<file path="src/sv/ipst_pkg.sv">
`timescale 1ns / 1ps
package ipst_pkg;

    localparam int SAMPLE_WIDTH = 16;
    localparam int COUNT_WIDTH  = 24;
    localparam int SUM_WIDTH    = 40;
    localparam int PROD_WIDTH   = 40;
    localparam int CFG_ADDR_WIDTH = 3;
    localparam int CFG_DATA_WIDTH = 24;
    localparam int NUM_PATTERNS = 7;

    localparam logic [CFG_ADDR_WIDTH-1:0] REG_SKIP  = 3'd0;
    localparam logic [CFG_ADDR_WIDTH-1:0] REG_PROBE = 3'd1;
    localparam logic [CFG_ADDR_WIDTH-1:0] REG_SUPPLY = 3'd2;
    localparam logic [CFG_ADDR_WIDTH-1:0] REG_VTOL  = 3'd3;
    localparam logic [CFG_ADDR_WIDTH-1:0] REG_CTOL  = 3'd4;
    localparam logic [CFG_ADDR_WIDTH-1:0] REG_DUTY  = 3'd5;

    typedef enum logic [1:0] {
        VERDICT_OK       = 2'd0,
        VERDICT_NO_MOTOR = 2'd1,
        VERDICT_FAULT    = 2'd2,
        VERDICT_OVERCURR = 2'd3
    } verdict_t;

    typedef enum logic [1:0] {
        MODE_IDLE = 2'd0,
        MODE_TEST = 2'd1,
        MODE_HALT = 2'd2
    } mode_t;

    typedef enum logic [2:0] {
        PH_START  = 3'd0,
        PH_DRIVE  = 3'd1,
        PH_SETTLE = 3'd2,
        PH_PROBE  = 3'd3,
        PH_CLASS  = 3'd4,
        PH_JUDGE  = 3'd5
    } phase_t;

    // Sequencer of the top level: accepting, the serial classifier, presenting a result.
    typedef enum logic [1:0] {
        ST_ACCEPT = 2'd0,
        ST_CLASS  = 2'd1,
        ST_OUTPUT = 2'd2
    } ctrl_t;

    typedef struct packed {
        logic                           kind;
        logic signed [SAMPLE_WIDTH-1:0] volt_a;
        logic signed [SAMPLE_WIDTH-1:0] volt_b;
        logic signed [SAMPLE_WIDTH-1:0] volt_c;
        logic signed [SAMPLE_WIDTH-1:0] curr_a;
        logic signed [SAMPLE_WIDTH-1:0] curr_b;
    } in_item_t;

    typedef struct packed {
        logic [15:0] duty_a;
        logic [15:0] duty_b;
        logic [15:0] duty_c;
        logic [2:0]  float_mask;
        logic        busy_res;
        logic        done_res;
        logic [1:0]  verdict;
    } out_item_t;

    function automatic logic [2:0] pat_mask(input logic [2:0] idx);
        logic [2:0] m;
        case (idx)
            3'd0:          m = 3'd7;
            3'd1, 3'd2:    m = 3'd6;
            3'd3, 3'd4:    m = 3'd5;
            default:       m = 3'd3;
        endcase
        return m;
    endfunction

endpackage

</file>
<file path="src/sv/ipst_classify.sv">
`timescale 1ns / 1ps
module ipst_classify (
    input  logic                              aclk,
    input  logic                              aresetn,
    input  logic                              start,
    input  logic signed [ipst_pkg::SUM_WIDTH-1:0] sum_a,
    input  logic signed [ipst_pkg::SUM_WIDTH-1:0] sum_b,
    input  logic signed [ipst_pkg::SUM_WIDTH-1:0] sum_c,
    input  logic [ipst_pkg::COUNT_WIDTH-1:0]  n,
    input  logic [14:0]                       supply,
    input  logic [14:0]                       vtol,
    output logic                              done,
    output logic [6:0]                        code
);
    import ipst_pkg::*;

    // Shift-and-add multiply of supply*n and vtol*n, one bit of n per cycle,
    // then one phase compared per cycle.
    localparam int CNT_W = $clog2(COUNT_WIDTH + 4);

    logic [COUNT_WIDTH-1:0] n_reg, n_next;
    logic [PROD_WIDTH-1:0]  sup_reg, sup_next, band_reg, band_next;
    logic [CNT_W-1:0]       cnt_reg, cnt_next;
    logic                   busy_reg, busy_next;
    logic [6:0]             code_reg, code_next;

    logic signed [SUM_WIDTH-1:0] cur_sum;
    logic signed [SUM_WIDTH+1:0] dh, dl, adh, adl;
    logic [1:0]                  ph;
    logic [PROD_WIDTH-1:0]       sup_sh, vt_sh;

    always_comb begin
        ph = 2'(cnt_reg - CNT_W'(COUNT_WIDTH));
        case (ph)
            2'd0:    cur_sum = sum_a;
            2'd1:    cur_sum = sum_b;
            default: cur_sum = sum_c;
        endcase
        dh  = (SUM_WIDTH+2)'(cur_sum) - $signed({2'b00, sup_reg});
        dl  = (SUM_WIDTH+2)'(cur_sum);
        adh = dh[SUM_WIDTH+1] ? -dh : dh;
        adl = dl[SUM_WIDTH+1] ? -dl : dl;
        sup_sh = PROD_WIDTH'(supply) << cnt_reg;
        vt_sh  = PROD_WIDTH'(vtol) << cnt_reg;
    end

    always_comb begin
        busy_next = busy_reg;
        n_next    = n_reg;
        sup_next  = sup_reg;
        band_next = band_reg;
        cnt_next  = cnt_reg;
        code_next = code_reg;
        done      = 1'b0;
        if (!busy_reg) begin
            if (start) begin
                busy_next = 1'b1;
                n_next    = n;
                sup_next  = '0;
                band_next = '0;
                cnt_next  = '0;
                code_next = '0;
            end
        end else if (cnt_reg < CNT_W'(COUNT_WIDTH)) begin
            if (n_reg[0]) begin
                sup_next  = sup_reg + sup_sh;
                band_next = band_reg + vt_sh;
            end
            n_next   = n_reg >> 1;
            cnt_next = cnt_reg + 1'b1;
        end else begin
            if (adh < $signed({2'b00, band_reg}))
                code_next[ph] = 1'b1;
            else if (!(adl < $signed({2'b00, band_reg})))
                code_next[3'd4 + 3'(ph)] = 1'b1;
            cnt_next = cnt_reg + 1'b1;
            if (ph == 2'd2) begin
                busy_next = 1'b0;
                done      = 1'b1;
            end
        end
    end

    always_ff @(posedge aclk) begin
        if (!aresetn) begin
            busy_reg <= 1'b0;
            cnt_reg  <= '0;
        end else begin
            busy_reg <= busy_next;
            cnt_reg  <= cnt_next;
        end
        n_reg    <= n_next;
        sup_reg  <= sup_next;
        band_reg <= band_next;
        code_reg <= code_next;
    end

    assign code = code_next;

endmodule

</file>
<file path="config.mk">
export PLATFORM = sky130hd
export DESIGN_NAME = ipst_classify
export DESIGN_NICKNAME = d
export VERILOG_FILES = /design/src/sv/ipst_pkg.sv /design/src/sv/ipst_classify.sv
export SDC_FILE = /design/constraint.sdc
export NUM_CORES = 1
export LEC_CHECK = 0
export BUFFER_PORTS_ARGS = -buffer_cell sky130_fd_sc_hd__clkbuf_2
export CAP_MARGIN = 0
export CELL_PAD_IN_SITES_DETAIL_PLACEMENT = 1
export CELL_PAD_IN_SITES_GLOBAL_PLACEMENT = 1
export CORE_ASPECT_RATIO = 2
export CORE_UTILIZATION = 42
export DETAILED_ROUTE_END_ITERATION = 8
export PLACE_DENSITY_LB_ADDON = 0.1
export SLEW_MARGIN = 30
export SYNTH_ARGS = -nofsm -noshare
export SYNTH_HDL_FRONTEND = slang
export SYNTH_SLANG_ARGS = --single-unit
</file>
<file path="constraint.sdc">
create_clock -name aclk -period 7.1 [get_ports aclk]
set_input_delay 0.71 -clock aclk [delete_from_list [all_inputs] [get_ports aclk]]
set_output_delay 0.71 -clock aclk [all_outputs]
set_load 0.02 [all_outputs]
</file>
### Word-level counts from Yosys, hierarchy flattened

Index checks and enable logic that the tools add are counted.

* bits in registers: 117
* input bits: 177
* output and inout bits: 8
* logic and storage cells: 66

* add/subtract/negate cells: 8
* order comparisons: 7
* equality and inequality tests: 4
* shift-type cells: 2
* multiplexer cells: 31
* bitwise logic cells: 2
* reductions and logical operators: 6

Operators with widths (count)
* two-way mux 40 bit: 7
* < comparator 42 x 41 -> 1 bit: 2
* two-way mux 42 bit: 2
* adder 40 bit: 2
* case mux 40 bit (2 select lines): 1
* << shifter 15 x 5 -> 40 bit: 2
* two-way mux 24 bit: 3
* negation 40 -> 42 bit: 1
* negation 42 bit: 1
* subtractor 40 x 41 -> 42 bit: 1
* two-way mux 7 bit: 5
* two-way mux 5 bit: 2
* two-way mux 1 bit: 9
* bitwise OR 7 x 4 -> 7 bit: 1
* bitwise OR 7 bit: 1
* adder 5 x 1 -> 5 bit (second input constant): 1
* < comparator 5 bit (second input constant): 1
* < comparator 2 x 4 -> 1 bit (second input constant): 1
* < comparator 3 x 4 -> 1 bit (second input constant): 1
* adder 3 x 2 -> 3 bit (first input constant): 1
* demux 1 bit (select 3 bit): 1
* >= comparator 3 x 1 -> 1 bit (second input constant): 1
* AND reduction 3 bit: 1
* demux 1 bit (select 2 bit): 1
* other kinds (10): 11

### Longest topological paths before layout

* depth after elaboration: 11
* depth in mapped cells: 37
* depth with buffers taken out: 29

### Worst setup path after synthesis

OpenSTA, ideal clock, no wires.

* kind: register to output
* start: register cnt_reg[1]
* end: output port code[4]
* arrival time: 7.345 ns
* data required time: 6.390 ns
* setup slack: -0.955 ns
* cell stages (with the launch flop): 37
* path buffers: 8
* cell sequence: dfxtp_1 clkbuf_1 inv_1 ha_1 clkbuf_1 nor2_1 clkbuf_1 clkbuf_1 buf_1 buf_1 nand2_1 nand2_1 ha_1 clkbuf_1 a21o_1 a21o_1 a21oi_1 nor2_1 a211oi_1 o31a_1 a21o_1 o21a_1 clkbuf_1 o21ai_0 ha_1 a21boi_0 o21a_1 o21ai_0 a21oi_1 nor3_1 nor4_1 o21ai_0 a31oi_1 o21ai_0 a21oi_1 o21ai_2 o41ai_1

* word-level cells in the longest chain between the ends: 11
* elaborated cells between the ends (all ways): 23
* those cells by class: add/sub (5); order compare (5); eq/ne (1); mux (9); bitwise (1); reduce/logical (2)

Ends and longest elaborated chain
* start: declaration: line ipst_classify.sv:23 `logic [CNT_W-1:0] cnt_reg, cnt_next;`
* start signal: assignment: line ipst_classify.sv:90 `cnt_reg <= cnt_next;`
* branches (longest 9 deep; another with subtractor 40 x 41 -> 42 bit)
* two-way mux 7 bit *: line ipst_classify.sv:64 `end else if (cnt_reg < CNT_W'(COUNT_WIDTH)) begin`
* two-way mux 7 bit *: line ipst_classify.sv:55 `if (!busy_reg) begin`
* end: declaration: line ipst_classify.sv:13 `output logic [6:0] code`

Mark *: on every way between the ends.

### Final worst setup path

* start: register cnt_reg[0]
* end: output port code[1]

Same word-level chain as after synthesis.

==> results.yml <==
route:
  num_vias: 18850
  drt_wl_total_um: 75260
  routedWlPerCell_um: 23.71
  via_per_inst: 5.937
  drc: 0
  first_iter_violations: 656
  dr.pass1.iters: 5
  drtAntennaViolNets: 0
worst_hold_path:
  worstHoldStart: "code_reg[2]$_DFF_P_"
  hold_end: "code_reg[2]$_DFF_P_"
  whs_path_depth: 1
  hp-class: "reg -> reg"
yosys:
  yosysWarnings: 0
  netlist_instances: 2182
  ys_seq_elements: 117
  synth_ff_type: "edfxtp_1"
  netlist_area_um2: 17360
  async_flop_share_pct: 0
  synth.distinct_cells: 83
  synth.top_cell.area_share_pct: 17.99
  syn_nets: 2565
  yosysSeqAreaShare_pct: 19.49
  synth_area_leaders: "edfxtp_1 18%, ha_1 15%, xnor2_1 5.0%"
  yosysTopAreaCell: "edfxtp_1"
  synth_edf_count: 104
  syn-mean-instance-area_um2: 7.955
critical_path:
  required_ps: 6390
  cp-start-kind: "register"
  cp_slowest_cell: "or4bb_4"
  worstReg2RegStart: "cnt_reg[0]$_SDFFE_PN0P_"
  slowest_delay_ps: 550
  r2r_end: "code_reg[3]$_DFF_P_"
  end_kind: "primary output"
  r2r_cells: 31
  worst_ep_arrival_time_ps: 6850
  crit_type: "reg -> out"
  r2r_slack_ps: 740
  crit_path_max_fanout: 7
  crit_top_cell: "a21oi_2"
sta:
  tns_ps: -3075
  worst_slack_ps: -464.7
  fin_worst_skew_ps: 10.36
  finalHoldViolCount: 0
  worst_pin_slew_ps: 980.6
  slew-limit-headroom_pct: 32.75
  maxSlewViolCount: 0
  fmax_ghz: 0.1322
  fin_hold_ws_ps: 480.4
  rsz0062_at_grt: "true"
  setup_viol: 7
  period_needed_ps: 7565
  period_share_pct: 106.5
floorplanning:
  die-area_um2: 42190
  std_cell_rows: 105
  die_x_um: 145.8
  start_util_pct: 42.48
  core_area_um2: 40860
  io-pin-count: 185
  dieHeight_um: 289.5
global_route:
  track_usage_pct: 35.33
  grt_pass1_vias: 20420
  antenna_found_initial: 0
  grt_pass1_wl_um: 113200
  grt_max_degree: 106
  grt_overflow_total: 0
clock_network:
  path_clk_slew_ps: 60
  clk_latency_ps: 450
  htreeDepth: 4
  cts.sinks: 117
  numCtsBuffers: 17
  cts_root_buffer: "clkbuf_16"
  cts_tree: "done"
  clock_path_buffers: 2
layout:
  fin_nets: 3010
  seq_area_um2: 3393
  area_growth_pct: 29.09
  diodes: 0
  final_layout_size_suffix_gt1_share_pct: 27.73
  post-route-util_pct: 54.84
  mostFrequentLayoutCells: "319 x buf_4, 193 x nand2_1, 193 x ha_1, 177 x clkbuf_2, 160 x nor2_1"
  fill_cells: 5030
  mostFrequentLayoutCell: "buf_4"
  multiInputGateArea_um2: 13780
power:
  p_leak_nw: 10.29
  p_total_mw: 5.528
  powerDensity_nw_per_um2: 246.7
  ir_drop_v: 0.0001924
place:
  place_congestion: 0.9921
  dp_hpwl_um: 62980
  port_buffers: 184
outcome:
  outcome: "finished, violations left"
  violations: "setup timing"
job:
  maxCapViolations: 0
through the flow:
step / instances / cell area (um^2) / worst slack (ps)
2_1_floorplan: 2182 / 17440 / 10.37
3_3_place_gp: 3100 / 20880 / -761.5
3_5_place_dp: 3100 / 20880 / -878.9
4_1_cts: 3165 / 22110 / -459.4
5_1_grt: 3175 / 22410 / -651.1
6_report: 3175 / 22410 / -464.7
logic make-up after synthesis:
group                    after synthesis  share of synthesized area [%]
AO/OA/AOI/OAI                        646                          24.31
XOR/XNOR                             163                          8.311
adder cells (fa/ha/maj)              206                          14.98
buffers and inverters                215                          4.678
flip-flops                           117                          19.49
multiplexers                          88                          6.502
AND/OR/NAND/NOR                      747                          21.73
power by group:
group	internal, mW	switching [mW]	leakage, nW	total [mW]
clock network	0.445	0.359	0.243	0.804
logic	1.74	2.05	8.87	3.79
registers	0.859	0.0709	1.18	0.929
worst max-delay path by stage:
stage | end | start | cells after the start
floorplan | code[0] | cnt_reg[1]$_SDFFE_PN0P_ | 30
global placement | code[1] | cnt_reg[1]$_SDFFE_PN0P_ | 29
detailed placement | code[1] | cnt_reg[0]$_SDFFE_PN0P_ | 29
CTS | code[1] | cnt_reg[0]$_SDFFE_PN0P_ | 33
global route | code[1] | cnt_reg[0]$_SDFFE_PN0P_ | 32
finish | code[1] | cnt_reg[0]$_SDFFE_PN0P_ | 32
worst max-delay path, delay by kind of cell, from the launching register on:
| kind | cells | cell delay [ps] |
|---|---|---|
| fa+ha+maj | 3 | 740 |
| compound gates | 14 | 2430 |
| simple gates | 5 | 1540 |
| flops | 1 | 390 |
| xor+xnor | 2 | 290 |
| buf+inv | 8 | 1030 |
Yosys cell counts (34+ instances only):
library cell,count
nand2_1,197
o21ai_0,139
inv_1,121
nand3_1,41
nor2b_1,41
a21o_1,88
a21oi_1,157
nor2_1,165
mux2i_1,34
nor3_1,42
xnor2_1,100
a22oi_1,36
edfxtp_1,104
mux2_2,38
xor2_1,61
ha_1,203
and2_1,86
clkbuf_1,78
what timing repair did:
item,4_1_cts,5_1_grt
buffers inserted,33,10
gates resized for setup,90,53
endpoints found under the setup margin,14,7
hold buffers,0,0
pin swaps,48,31
layout make-up:
| cell class | instances | share of cell area, % |
|---|---|---|
| clock buffer | 18 | 1.915 |
| clock inverter | 14 | 0.4746 |
| inverter | 123 | 2.094 |
| multi-input combinational | 1850 | 61.49 |
| sequential | 117 | 15.14 |
| tap | 535 | 2.987 |
| timing repair buffer | 518 | 15.90 |
metal layers:
layer	GRT usage [%]	vias up	share of wire [%]
met5	0	-	0
met4	27.95	0	8.4
met3	3.359	233	2.6
met2	69.90	480	54
met1	32.76	9249	35
li1	-	8889	-
Power figures use the tool's default switching activity.
